==> src/hdl/ebfe_pkg.sv <==
// Shared types, constants and floating point helpers of the float eraser.
package ebfe_pkg;

  localparam logic [63:0] MaxDiffReset = 64'h3F50624DD2F1A9FC;
  localparam logic [10:0] EraseOffsetReset = 11'd1065;
  localparam logic [10:0] ExpAllOnes = 11'h7ff;
  localparam logic [63:0] CanonNan = 64'h7FF8000000000000;

  localparam logic CfgMaxDiff = 1'b0;
  localparam logic CfgEraseOffset = 1'b1;

  typedef struct packed {
    logic [63:0]       value;
    logic [2:0][63:0]  masked;
    logic [2:0]        qual;
    logic              special;
  } ebfe_item_t;

  typedef enum logic [1:0] {
    B_IDLE,
    B_SUB,
    B_CNT,
    B_DONE
  } back_state_e;

  function automatic logic is_nan(input logic [63:0] x);
    return (x[62:52] == ExpAllOnes) && (x[51:0] != 52'd0);
  endfunction

  function automatic logic is_special(input logic [63:0] x);
    return x[62:52] == ExpAllOnes;
  endfunction

  // a <= b in IEEE order, false if either is NaN
  function automatic logic fle(input logic [63:0] a, input logic [63:0] b);
    logic [63:0] ka;
    logic [63:0] kb;
    ka = a[63] ? ~a : {1'b1, a[62:0]};
    kb = b[63] ? ~b : {1'b1, b[62:0]};
    if (is_nan(a) || is_nan(b)) begin
      return 1'b0;
    end
    if ((a[62:0] == 63'd0) && (b[62:0] == 63'd0)) begin
      return 1'b1;
    end
    return ka <= kb;
  endfunction

  function automatic logic [6:0] count_tz(input logic [63:0] x);
    logic [6:0] n;
    n = 7'd64;
    for (int i = 63; i >= 0; i--) begin
      if (x[i]) n = 7'(i);
    end
    return n;
  endfunction

  function automatic logic [6:0] count_lz(input logic [63:0] x);
    logic [6:0] n;
    n = 7'd64;
    for (int i = 0; i < 64; i++) begin
      if (x[i]) n = 7'(63 - i);
    end
    return n;
  endfunction

endpackage

==> src/hdl/ebfe_queue.sv <==
// Small FIFO between the front end and the back end.
module ebfe_queue
  import ebfe_pkg::*;
#(
  parameter int Depth = 16
) (
  input  logic       clk_i,
  input  logic       rst_ni,
  input  logic       push_i,
  input  ebfe_item_t item_i,
  input  logic       pop_i,
  output logic       not_empty_o,
  output ebfe_item_t head_o
);

  localparam int PtrW = (Depth > 1) ? $clog2(Depth) : 1;
  localparam logic [PtrW-1:0] LastPtr = PtrW'(Depth - 1);

  ebfe_item_t mem_q [Depth];
  ebfe_item_t head_q;
  logic [PtrW-1:0] wr_q, rd_q;
  logic [PtrW:0]   cnt_q;
  logic            avail_q;

  always_ff @(posedge clk_i) begin
    if (push_i) mem_q[wr_q] <= item_i;
    head_q <= mem_q[rd_q];
  end

  // head register is registered from mem_q[rd_q]; avail_q is cleared by a pop
  always_ff @(posedge clk_i or negedge rst_ni) begin
    if (!rst_ni) begin
      wr_q    <= '0;
      rd_q    <= '0;
      cnt_q   <= '0;
      avail_q <= 1'b0;
    end else begin
      if (push_i) wr_q <= (wr_q == LastPtr) ? '0 : wr_q + 1'b1;
      if (pop_i)  rd_q <= (rd_q == LastPtr) ? '0 : rd_q + 1'b1;
      cnt_q   <= cnt_q + {{PtrW{1'b0}}, push_i} - {{PtrW{1'b0}}, pop_i};
      avail_q <= (cnt_q != '0) && !pop_i;
    end
  end

  assign not_empty_o = avail_q;
  assign head_o      = head_q;

endmodule

==> config.mk <==
export PLATFORM = sky130hd
export DESIGN_NAME = ebfe_queue
export DESIGN_NICKNAME = d
export VERILOG_FILES = /design/src/hdl/ebfe_pkg.sv /design/src/hdl/ebfe_queue.sv
export SDC_FILE = /design/constraint.sdc
export NUM_CORES = 2
export LEC_CHECK = 0
export CAP_MARGIN = 20
export CORE_MARGIN = 2
export CORE_UTILIZATION = 54
export CTS_CLUSTER_SIZE = 16
export DETAILED_ROUTE_END_ITERATION = 10
export DONT_BUFFER_PORTS = 1
export GPL_TIMING_DRIVEN = 0
export PLACE_DENSITY_LB_ADDON = 0.3
export SETUP_SLACK_MARGIN = 0.1
export SLEW_MARGIN = 20
export SYNTH_ARGS = -nofsm -noshare
export SYNTH_HDL_FRONTEND = slang
export SYNTH_MEMORY_MAX_BITS = 65536
export SYNTH_SLANG_ARGS = --single-unit
==> constraint.sdc <==
create_clock -name clk_i -period 18.7 [get_ports clk_i]
set_input_delay 0.935 -clock clk_i [delete_from_list [all_inputs] [get_ports clk_i]]
set_output_delay 0.935 -clock clk_i [all_outputs]
set_load 0.005 [all_outputs]
==> results_dict.tcl <==
set metrics [dict create \
    syn_nets 7538 \
    layout_setup_ws_ps 14840 \
    fp.dieW_um 555.4 \
    crit_family "buffers and inverters" \
    p_sw_share_pct 29.84 \
    clk_pin_slew_worst_paths_ps 70 \
    cts_tree "done" \
    required_ps 19350 \
    worst_path_largest_cell_delay_ps 640 \
    min_to "mem_q[11][151]$_DFFE_PP_" \
    fp.dieH_um 555.4 \
    rsz0062_at_grt "false" \
    hp-start "item_i[151]" \
    place_ws_ps 14390 \
    max_freq_mhz 258.9 \
    peakVddDrop_uv 93.88 \
    antenna_found_initial 28 \
    ys_seq_area_share_pct 79.48 \
    post_drt_wl_per_cell_um 33.54 \
    htreeDepth 5 \
    fin_setup_tns_ps 0 \
    ys_warn_count 0 \
    io_buffers 0 \
    final_antenna_net_count 0 \
    cts.sinks 4434 \
    powerDensity_nw_per_um2 147.3 \
    layout_common_cells "4160 x edfxtp_1, 781 x mux2i_1, 780 x mux4_2, 436 x clkbuf_16" \
    synthArstFlopShare_pct 0.3157 \
    critical_path.most_common_cell "buf_12" \
    rr_worst_depth 10 \
    synth_top_cells_by_area "edfxtp_1 76%, mux4_2 11%, mux2i_1 4.8%" \
    cp_data_arrival_time_ps 4510 \
    critPathBufInv 8 \
    core_um2 302500 \
    ios 525 \
    area_delta_synth_final_pct 16.62 \
    setup_viol 0 \
    period_needed_ps 3862 \
    status "finished clean" \
    pwr-share-comb_pct 24.1 \
    crit_path_cell_trace "clkbuf_1 > nand2b_1 > nor2_4 > buf_12 > buf_12 > buf_12 > buf_16 > buf_16 > buf_16 > buf_12" \
    hold_depth 0 \
    nets 8398 \
    dieArea_um2 308400 \
    start_kind "register" \
    row_count 202 \
    crit_slowest_cell "nor2_4" \
    grt_pass1_wl_mm 592.3 \
    fin_worst_skew_ps 74.37 \
    ys_types 34 \
    yosysTopAreaCellShare_pct 76.10 \
    clock_path_buffers 4 \
    drive_gt1_share_pct 24.46 \
    cp_max_fo 17 \
    drv_slew 0 \
    switchingPower_mw 8.412 \
    grt_start_max_net_pins 24 \
    gp_congestion 0.7690 \
    clockPowerShare_pct 31.6 \
    initial_core_util_pct 54.26 \
    track_usage_pct 27.01 \
    reg2reg_to "mem_q[7][124]$_DFFE_PP_" \
    reg2reg_setup_slack_ps 14840 \
    whs_ps 53.14 \
    hold_viol_final 0 \
    cp-end-kind "register" \
    grt_overflow 0 \
    drtIter0Drc 9836 \
    grt_pass1_vias 82180 \
    power.leakage_nw 62.23 \
    tightest_slew_ps 1143 \
    yosysTopAreaCell "edfxtp_1" \
    cts_made_buffers 432 \
    max_slew_margin_pct 23.80 \
    synth_edf_count 4160 \
    ys_ff_latch 4434 \
    dr.pass1.iters 5 \
    p_seq_share_pct 44.3 \
    cts_root_buf "clkbuf_16" \
    critPathKind "reg -> reg" \
    hp-class "in -> reg" \
    vias 79880 \
    layout_commonest_cell "edfxtp_1" \
    reg2reg_from "wr_q[2]$_DFFE_PN0P_" \
    drv_cap 0 \
    min_period_over_period_pct 20.65 \
    hpwl_mm 266.8 \
    syn_area_um2 164200 \
    wirelength_mm 418.9 \
    crit_cells 10 \
    synthCells 7262 \
    synth_flop_cell "edfxtp_1" \
    p_int_mw 19.78 \
    avgSynthCellArea_um2 22.60 \
    routed_via_density 6.397 \
    worstSkewPairLatency_ps 1000 \
    drc 0 \
]
## metrics by stage
step,area (µm²),instances,utilization [%],power [mW]
floorplan,164200,7262,-,16.76
global placement,169200,11240,55.91,19.70
detailed placement,175600,11560,58.04,19.43
CTS,191400,12480,63.27,28.33
global route,191400,12480,63.27,29.06
finish,191400,12490,63.28,28.19
## power groups by stage
stage | registers (mW) | logic, mW | clock network (mW)
global placement | 13.5 | 6.20 | 0
floorplan | 12.9 | 3.90 | 0
CTS | 12.5 | 6.83 | 8.99
detailed placement | 12.7 | 6.72 | 0
finish | 12.5 | 6.79 | 8.90
global route | 12.6 | 7.11 | 9.37
## repair_timing
item,4_1_cts,5_1_grt
buffers inserted,0,0
endpoints found under the hold margin,1237,0
hold buffers,111,0
setup endpoints to repair,0,0
gates resized for setup,0,0
## synthesized netlist by cell type (4+ instances only)
| cell | number |
|---|---|
| a22oi_1 | 260 |
| buf_2 | 203 |
| nor3_1 | 4 |
| ha_1 | 11 |
| clkbuf_1 | 104 |
| inv_1 | 11 |
| o21ai_0 | 5 |
| buf_6 | 32 |
| mux2i_1 | 781 |
| mux4_2 | 780 |
| buf_1 | 4 |
| buf_4 | 64 |
| a21oi_1 | 4 |
| a32oi_1 | 260 |
| dfrtp_1 | 14 |
| dfxtp_1 | 260 |
| nand2_1 | 10 |
| xnor2_1 | 5 |
| nor2_1 | 14 |
| edfxtp_1 | 4160 |
| o21ai_1 | 260 |
## final cells by class
cell class / count / area [µm²]
diodes: 13 / 32.53
plain buffers: 407 / 2275
clock buffers: 563 / 11790
clock inverters: 246 / 2902
fillers: 19630 / 111100
inverters: 12 / 45.04
multi-input cells: 2409 / 31510
flip-flops and latches: 4434 / 130500
well taps: 3978 / 4977
repair buffers: 426 / 7431
## cell families (layout without fill, tap and decap cells)
kind of cell	Yosys count	in the layout	share of synthesized area [%]
AO/OA/AOI/OAI	791	791	3.406
XOR/XNOR	7	7	0.03735
adder cells (fa/ha/maj)	12	12	0.09604
buffers and inverters	419	1654	1.406
AND/OR/NAND/NOR	37	37	0.1014
other	0	13	0
flip-flops	4434	4434	79.48
multiplexers	1562	1562	15.47
## per-layer routing
metal	GRT usage, %	share of wire (%)	vias up
met2	44.23	49	4121
met1	35.31	37	42340
li1	-	-	32660
met4	9.987	3.9	10
met3	6.644	9.7	747
met5	0	0.018	-
## flip-flops by register name, indices dropped and copies added, names as in the netlist
| name | count |
|---|---|
| rd_q | 4 |
| wr_q | 4 |
| mem_q | 4160 |
| cnt_q | 5 |
| head_o | 260 |
| not_empty_o | 1 |
## worst max path at each step
stage | to | startpoint
2_1_floorplan | mem_q[15][0]$_DFFE_PP_ | push_i
6_report | mem_q[7][124]$_DFFE_PP_ | wr_q[2]$_DFFE_PN0P_
4_1_cts | mem_q[7][124]$_DFFE_PP_ | wr_q[2]$_DFFE_PN0P_
5_1_grt | mem_q[7][124]$_DFFE_PP_ | wr_q[2]$_DFFE_PN0P_
3_5_place_dp | mem_q[2][130]$_DFFE_PP_ | push_i
3_3_place_gp | mem_q[8][111]$_DFFE_PP_ | push_i
(Power assumes the default switching activity.)
