### src/hdl/ebfe_pkg.sv
// Shared types, constants and floating point helpers of the float eraser.
package ebfe_pkg;

  localparam logic [63:0] MaxDiffReset = 64'h3F50624DD2F1A9FC;
  localparam logic [10:0] EraseOffsetReset = 11'd1065;
  localparam logic [10:0] ExpAllOnes = 11'h7ff;
  localparam logic [63:0] CanonNan = 64'h7FF8000000000000;

  localparam logic CfgMaxDiff = 1'b0;
  localparam logic CfgEraseOffset = 1'b1;

  typedef struct packed {
    logic [63:0]       value;
    logic [2:0][63:0]  masked;
    logic [2:0]        qual;
    logic              special;
  } ebfe_item_t;

  typedef enum logic [1:0] {
    B_IDLE,
    B_SUB,
    B_CNT,
    B_DONE
  } back_state_e;

  function automatic logic is_nan(input logic [63:0] x);
    return (x[62:52] == ExpAllOnes) && (x[51:0] != 52'd0);
  endfunction

  function automatic logic is_special(input logic [63:0] x);
    return x[62:52] == ExpAllOnes;
  endfunction

  // a <= b in IEEE order, false if either is NaN
  function automatic logic fle(input logic [63:0] a, input logic [63:0] b);
    logic [63:0] ka;
    logic [63:0] kb;
    ka = a[63] ? ~a : {1'b1, a[62:0]};
    kb = b[63] ? ~b : {1'b1, b[62:0]};
    if (is_nan(a) || is_nan(b)) begin
      return 1'b0;
    end
    if ((a[62:0] == 63'd0) && (b[62:0] == 63'd0)) begin
      return 1'b1;
    end
    return ka <= kb;
  endfunction

  function automatic logic [6:0] count_tz(input logic [63:0] x);
    logic [6:0] n;
    n = 7'd64;
    for (int i = 63; i >= 0; i--) begin
      if (x[i]) n = 7'(i);
    end
    return n;
  endfunction

  function automatic logic [6:0] count_lz(input logic [63:0] x);
    logic [6:0] n;
    n = 7'd64;
    for (int i = 0; i < 64; i++) begin
      if (x[i]) n = 7'(63 - i);
    end
    return n;
  endfunction

endpackage

### src/hdl/ebfe_fadd.sv
// Four stage double precision adder, round to nearest even.
module ebfe_fadd
  import ebfe_pkg::*;
(
  input  logic        clk_i,
  input  logic        rst_ni,
  input  logic        valid_i,
  input  logic [63:0] a_i,
  input  logic [63:0] b_i,
  output logic        valid_o,
  output logic [63:0] sum_o
);

  logic [3:0] vld_q;

  // stage 1: unpack, swap, align
  logic        s1_sign_q, s1_sub_q, s1_nan_q, s1_inf_q, s1_infs_q;
  logic [10:0] s1_e_q;
  logic [55:0] s1_ma_q, s1_mb_q;

  logic        swap, a_inf, b_inf;
  logic [63:0] big, sml;
  logic [10:0] e_big, e_sml, e_diff;
  logic [5:0]  shamt;
  logic [55:0] mb_ext, mb_al;
  logic        sticky;

  always_comb begin
    swap   = b_i[62:0] > a_i[62:0];
    big    = swap ? b_i : a_i;
    sml    = swap ? a_i : b_i;
    e_big  = (big[62:52] == 11'd0) ? 11'd1 : big[62:52];
    e_sml  = (sml[62:52] == 11'd0) ? 11'd1 : sml[62:52];
    e_diff = e_big - e_sml;
    shamt  = (e_diff > 11'd63) ? 6'd63 : e_diff[5:0];
    mb_ext = {(sml[62:52] != 11'd0), sml[51:0], 3'b000};
    sticky = |(mb_ext & ~({56{1'b1}} << shamt));
    mb_al  = (mb_ext >> shamt) | {55'd0, sticky};
    a_inf  = is_special(a_i) && !is_nan(a_i);
    b_inf  = is_special(b_i) && !is_nan(b_i);
  end

  always_ff @(posedge clk_i) begin
    s1_sign_q <= big[63];
    s1_sub_q  <= a_i[63] ^ b_i[63];
    s1_nan_q  <= is_nan(a_i) || is_nan(b_i) || (a_inf && b_inf && (a_i[63] != b_i[63]));
    s1_inf_q  <= a_inf || b_inf;
    s1_infs_q <= a_inf ? a_i[63] : b_i[63];
    s1_e_q    <= e_big;
    s1_ma_q   <= {(big[62:52] != 11'd0), big[51:0], 3'b000};
    s1_mb_q   <= mb_al;
  end

  // stage 2: add or subtract magnitudes
  logic        s2_sign_q, s2_zs_q, s2_nan_q, s2_inf_q, s2_infs_q;
  logic [10:0] s2_e_q;
  logic [56:0] s2_sum_q;

  always_ff @(posedge clk_i) begin
    s2_sign_q <= s1_sign_q;
    s2_zs_q   <= s1_sub_q ? 1'b0 : s1_sign_q;
    s2_nan_q  <= s1_nan_q;
    s2_inf_q  <= s1_inf_q;
    s2_infs_q <= s1_infs_q;
    s2_e_q    <= s1_e_q;
    s2_sum_q  <= s1_sub_q ? ({1'b0, s1_ma_q} - {1'b0, s1_mb_q})
                          : ({1'b0, s1_ma_q} + {1'b0, s1_mb_q});
  end

  // stage 3: leading zero count
  logic        s3_sign_q, s3_zs_q, s3_nan_q, s3_inf_q, s3_infs_q;
  logic [10:0] s3_e_q;
  logic [56:0] s3_sum_q;
  logic [5:0]  s3_lz_q;
  logic [5:0]  lz;

  always_comb begin
    lz = 6'd56;
    for (int i = 0; i < 56; i++) begin
      if (s2_sum_q[i]) lz = 6'(55 - i);
    end
  end

  always_ff @(posedge clk_i) begin
    s3_sign_q <= s2_sign_q;
    s3_zs_q   <= s2_zs_q;
    s3_nan_q  <= s2_nan_q;
    s3_inf_q  <= s2_inf_q;
    s3_infs_q <= s2_infs_q;
    s3_e_q    <= s2_e_q;
    s3_sum_q  <= s2_sum_q;
    s3_lz_q   <= lz;
  end

  // stage 4: normalize, round, pack
  logic [55:0] n;
  logic [11:0] e2, lim, shl, efin;
  logic        up;
  logic [53:0] m;
  logic [51:0] frac;
  logic [63:0] res_d;
  logic [63:0] sum_q;

  always_comb begin
    lim = {1'b0, s3_e_q} - 12'd1;
    shl = ({6'd0, s3_lz_q} < lim) ? {6'd0, s3_lz_q} : lim;
    if (s3_sum_q[56]) begin
      n  = {s3_sum_q[56:2], s3_sum_q[1] | s3_sum_q[0]};
      e2 = {1'b0, s3_e_q} + 12'd1;
    end else begin
      n  = s3_sum_q[55:0] << shl[5:0];
      e2 = {1'b0, s3_e_q} - shl;
    end
    up = n[2] && (n[1] || n[0] || n[3]);
    m  = {1'b0, n[55:3]} + {53'd0, up};
    if (m[53]) begin
      efin = e2 + 12'd1;
      frac = m[52:1];
    end else if (m[52]) begin
      efin = e2;
      frac = m[51:0];
    end else begin
      efin = 12'd0;
      frac = m[51:0];
    end
    if (s3_nan_q) begin
      res_d = CanonNan;
    end else if (s3_inf_q) begin
      res_d = {s3_infs_q, ExpAllOnes, 52'd0};
    end else if (s3_sum_q == 57'd0) begin
      res_d = {s3_zs_q, 63'd0};
    end else if (efin >= {1'b0, ExpAllOnes}) begin
      res_d = {s3_sign_q, ExpAllOnes, 52'd0};
    end else begin
      res_d = {s3_sign_q, efin[10:0], frac};
    end
  end

  always_ff @(posedge clk_i) begin
    sum_q <= res_d;
  end

  always_ff @(posedge clk_i or negedge rst_ni) begin
    if (!rst_ni) begin
      vld_q <= 4'd0;
    end else begin
      vld_q <= {vld_q[2:0], valid_i};
    end
  end

  assign valid_o = vld_q[3];
  assign sum_o   = sum_q;

endmodule

### src/hdl/ebfe_back.sv
// Back end: reuse test against the stored value and candidate selection.
module ebfe_back
  import ebfe_pkg::*;
(
  input  logic        clk_i,
  input  logic        rst_ni,
  input  logic        q_valid_i,
  input  ebfe_item_t  q_head_i,
  output logic        pop_o,
  input  logic [63:0] max_diff_i,
  output logic        out_valid_o,
  input  logic        out_stall_i,
  output logic [63:0] erased_bits_o,
  output logic        reused_previous_o
);

  back_state_e state_q, state_d;
  ebfe_item_t  item_q;
  logic [63:0] last_q, last_d;
  logic        reuse_q;
  logic [2:0][6:0] tz_q, lz_q;
  logic        out_valid_q, out_valid_d;
  logic [63:0] erased_q, erased_d;
  logic        reused_q, reused_d;
  logic        sub_vld;
  logic [63:0] sub_res;
  logic        fire;

  ebfe_fadd u_add_prev (
    .clk_i, .rst_ni, .valid_i(pop_o), .a_i(last_q),
    .b_i({~q_head_i.value[63], q_head_i.value[62:0]}),
    .valid_o(sub_vld), .sum_o(sub_res)
  );

  assign fire = (state_q == B_DONE) && (!out_valid_q || !out_stall_i);

  always_comb begin
    state_d = state_q;
    unique case (state_q)
      B_IDLE: if (q_valid_i) state_d = B_SUB;
      B_SUB:  if (sub_vld) state_d = B_CNT;
      B_CNT:  state_d = B_DONE;
      B_DONE: if (fire) state_d = B_IDLE;
      default: state_d = B_IDLE;
    endcase
  end

  always_comb begin
    logic       found;
    logic [6:0] bt, bl;
    pop_o    = (state_q == B_IDLE) && q_valid_i;
    found    = 1'b0;
    bt       = 7'd0;
    bl       = 7'd0;
    erased_d = 64'd0;
    for (int i = 0; i < 3; i++) begin
      if (item_q.qual[i] && (!found || (tz_q[i] >= bt && lz_q[i] >= bl))) begin
        found    = 1'b1;
        bt       = tz_q[i];
        bl       = lz_q[i];
        erased_d = item_q.masked[i];
      end
    end
    if (reuse_q) begin
      erased_d = last_q;
    end else if (item_q.special) begin
      erased_d = item_q.value;
    end
    reused_d    = reuse_q;
    last_d      = fire ? erased_d : last_q;
    out_valid_d = fire || (out_valid_q && out_stall_i);
  end

  always_ff @(posedge clk_i) begin
    if (pop_o) item_q <= q_head_i;
    if (sub_vld) reuse_q <= fle({1'b0, sub_res[62:0]}, max_diff_i);
    if (state_q == B_CNT) begin
      for (int i = 0; i < 3; i++) begin
        tz_q[i] <= count_tz(item_q.masked[i] ^ last_q);
        lz_q[i] <= count_lz(item_q.masked[i] ^ last_q);
      end
    end
    if (fire) begin
      erased_q <= erased_d;
      reused_q <= reused_d;
    end
  end

  always_ff @(posedge clk_i or negedge rst_ni) begin
    if (!rst_ni) begin
      state_q     <= B_IDLE;
      last_q      <= 64'd0;
      out_valid_q <= 1'b0;
    end else begin
      state_q     <= state_d;
      last_q      <= last_d;
      out_valid_q <= out_valid_d;
    end
  end

  assign out_valid_o       = out_valid_q;
  assign erased_bits_o     = erased_q;
  assign reused_previous_o = reused_q;

endmodule

### config.mk
export PLATFORM = sky130hd
export DESIGN_NAME = ebfe_back
export DESIGN_NICKNAME = d
export VERILOG_FILES = /design/src/hdl/ebfe_pkg.sv /design/src/hdl/ebfe_fadd.sv /design/src/hdl/ebfe_back.sv
export SDC_FILE = /design/constraint.sdc
export NUM_CORES = 2
export LEC_CHECK = 0
export ABC_AREA = 1
export ABC_CLOCK_PERIOD_IN_PS = 13660
export BUFFER_PORTS_ARGS = -buffer_cell sky130_fd_sc_hd__buf_2
export CAP_MARGIN = 40
export CELL_PAD_IN_SITES_DETAIL_PLACEMENT = 1
export CELL_PAD_IN_SITES_GLOBAL_PLACEMENT = 1
export CORE_MARGIN = 2
export CORE_UTILIZATION = 40
export CTS_CLUSTER_DIAMETER = 50
export CTS_CLUSTER_SIZE = 25
export DETAILED_ROUTE_END_ITERATION = 8
export GPL_TIMING_DRIVEN = 0
export PLACE_DENSITY_LB_ADDON = 0.1
export RECOVER_POWER = 25
export SLEW_MARGIN = 0
export SYNTH_ARGS = -nofsm -noshare
export SYNTH_HDL_FRONTEND = slang
export SYNTH_SLANG_ARGS = --single-unit
export TNS_END_PERCENT = 100
### constraint.sdc
create_clock -name clk_i -period 13.66 [get_ports clk_i]
set_input_delay 2.049 -clock clk_i [delete_from_list [all_inputs] [get_ports clk_i]]
set_output_delay 2.049 -clock clk_i [all_outputs]
set_load 0.02 [all_outputs]
==> results.cfg <==
[status]
outcome = complete, but fails checks
violations = capacitance limit, slew limit

[sta]
timing.hold.ws_ns = 0.327
skew_ns = 0.0822
fin_tns_setup_ns = 0
drv_slew = 27
finalSetupViolations = 0
fmax_ghz = 0.0777
finalCritPeriodShare_pct = 94.3
tightest_slew_ns = 2.24
rsz0062_at_grt = false
hold_viol = 0
period_needed_ns = 12.88
relSlewSlack_pct = -49.4

[yosys]
ys_ff_latch = 771
synth_cell_types = 75
netlist_instances = 6829
yosys.area.top_type = edfxtp_1
ys_warn_count = 0
yosysMostFrequentCell = nand2_1
syn-num-nets = 7456
seq_area_frac_synth_pct = 38.1
synthesis.area_um2 = 51100
synth-edff-count = 368
synthTopCellsByArea = edfxtp_1, dfxtp_1, nand2_1
synthTopCellsByCount = nand2_1, inv_1, o21ai_0, nor2_1, a21oi_1
async_flop_share_pct = 9.21
syn_avg_cell_area_um2 = 7.49
synth_ff_type = edfxtp_1
synth.top_cell.area_share_pct = 21.6

[worst_setup_path]
critPathKind = in2reg
crit_fanout = 19
startpoint = q_head_i[228]
r2r-end = u_add_prev.s1_mb_q[0]
critPathSlowestCell = a221oi_1
critical-path-max-stage-delay_ns = 0.60
worst-endpoint-arrival_ns = 13.40
crit-reg2reg-launch = last_q[62]
cp-start-kind = input port
rr_worst_depth = 47
endpoint = u_add_prev.s1_mb_q[0]
rrSetupSlack_ns = 1.37
crit_required_ns = 14.18
crit_top_cell = o21ai_0
endpoint_kind = register

[clocking]
cts-root-buf = clkbuf_16
htreeDepth = 3
cts_sinks = 771
cts_buffers = 93
clkTransAtPathRegs_ns = 0.07
clockBufferDepth = 3
post_cts_buffers = 0
clk_latency_ns = 0.76
cts_tree = yes

[detailed_routing]
drt-pass1-iter-count = 8
drt-total-wl_mm = 227
drtIter0Drc = 4012
wire_per_inst_um = 24.9
ant_nets = 0
drc = 0
vias = 51200
viasPerCell = 5.63

[final_layout]
fillers = 15900
instances_no_fill = 9106
areaGrowthSynthToFinish_pct = 15.5
drive_gt1_share_pct = 9.35
post-route-util_pct = 46.4
fin_nets = 7981
design_area_um2 = 59100

[run]
drv_cap = 1

[placed_design]
placed_area_um2 = 55600
place.port_buffers = 394
gp_congestion = 1.00
dp_cells = 8920
dp_hpwl_mm = 190

[floorplanning]
fp.dieW_um = 362
initial_core_util_pct = 40.2
fp.dieArea_um2 = 131000
die_h_um = 362
core_area_um2 = 127000
rows = 131
ios = 395

[grt]
antenna_found_initial = 25
overflow = 0
grt_max_degree = 122
grt_pass1_wl_mm = 335
grt_pass1_vias = 52900
grt_usage_pct = 34.1

[power]
p_leak_nw = 25.7
powerDensity_nw_per_um2 = 295
max-vdd-ir-drop_uv = 204

[hold_path]
min_path_type = reg2reg
holdPathStages = 0
[metal layers]
layer | global-route usage (%) | wire length [um]
met5 | 0 | 66
met2 | 58.0 | 107000
met3 | 4.20 | 12400
met1 | 43.3 | 96200
met4 | 14.8 | 11000
[flip-flops by register name (all words and copies together) (netlist names), 2 cells and up]
register and cells:
u_add_prev.s3_e_q 11, state_q 2, u_add_prev.s1_ma_q 53, u_add_prev.sum_o 63
u_add_prev.s3_lz_q 6, u_add_prev.s1_e_q 11, u_add_prev.s1_mb_q 56, lz_q 21
u_add_prev.s2_sum_q 57, item_q 260, u_add_prev.s3_sum_q 57, u_add_prev.vld_q 4
erased_bits_o 64, tz_q 21, u_add_prev.s2_e_q 11, last_q 64
[what timing repair did]
item / CTS / global route
endpoints found under the hold margin: 0 / 0
resized for setup: 6 / 9
hold buffers: 0 / 0
setup endpoints to repair: 16 / 44
[power by group]
group / leakage, nW / internal [mW] / switching (mW)
Combinational: 16.9 / 3.14 / 7.63
Sequential: 7.09 / 3.35 / 0.566
Clock: 1.68 / 1.50 / 1.24
[cell type report]
cell class                      count  area (um^2)  area share, %
Tap cell                         1662         2080           3.52
Antenna cell                       10         25.0         0.0424
Clock inverter                     73          996           1.69
Inverter                          753         2840           4.80
Timing Repair Buffer              431         2320           3.93
Clock buffer                      102         2460           4.17
Multi-Input combinational cell   4985        27500           46.6
Sequential cell                   771        19500           33.0
Buffer                            319         1340           2.26
[worst max-delay path: cells and delay by family]
family	cells	cell delay, ns
AO/OA/AOI/OAI	19	4.27
buffers and inverters	13	3.38
AND/OR/NAND/NOR	15	3.13
adder cells (fa/ha/maj)	2	0.49
[logic make-up (layout without fill, tap and decap cells)]
family                   count (synthesis)  after routing  synth area share [%]
AO/OA/AOI/OAI                         1579           1579                  17.5
XOR/XNOR                               360            360                  6.17
adder cells (fa/ha/maj)                299            299                  7.36
buffers and inverters                 1073           1678                  8.14
flip-flops                             771            771                  38.1
multiplexers                            30             30                 0.587
other                                    0             10                     0
AND/OR/NAND/NOR                       2717           2717                  22.2
[worst min-delay path by stage]
stage                             from  slack [ns]                       to
5_1_grt           u_add_prev.s2_e_q[6]        0.33     u_add_prev.s3_e_q[6]
4_1_cts            u_add_prev.s2_nan_q        0.33      u_add_prev.s3_nan_q
3_3_place_gp      u_add_prev.s2_e_q[7]        0.31     u_add_prev.s3_e_q[7]
6_report          u_add_prev.s2_e_q[9]        0.33     u_add_prev.s3_e_q[9]
3_5_place_dp   u_add_prev.s2_sum_q[56]        0.31  u_add_prev.s3_sum_q[56]
2_1_floorplan     u_add_prev.s1_e_q[0]        0.31     u_add_prev.s2_e_q[0]
[through the flow]
| stage | total power, mW | worst slack [ns] |
|---|---|---|
| after CTS | 17.3 | 0.0771 |
| after floorplan | 10.6 | 3.27 |
| after detailed placement | 14.5 | -1.71 |
| final | 17.4 | 0.785 |
| after global placement | 14.3 | -2.45 |
| after global routing | 18.7 | 0.0438 |
[cells in the final DEF (no fill, tap or decap), types with 16 or more instances in the layout]
master	instances
a21oi_1	441
a22oi_1	69
a31oi_1	22
buf_1	46
buf_2	383
buf_4	16
clkbuf_1	278
clkbuf_16	96
dfrtp_1	71
dfxtp_1	332
edfxtp_1	368
ha_1	296
inv_1	718
inv_2	25
mux2i_1	30
nand2_1	1670
nand3_1	310
nand4_1	67
nor2_1	457
nor2_2	19
nor3_1	46
nor4_1	81
o211ai_1	86
o21a_1	23
o21ai_0	632
o21ai_1	108
o21bai_1	20
o221ai_1	32
o22ai_1	52
o31ai_1	18
xnor2_1	259
xor2_1	101
(Power assumes the default switching activity.)
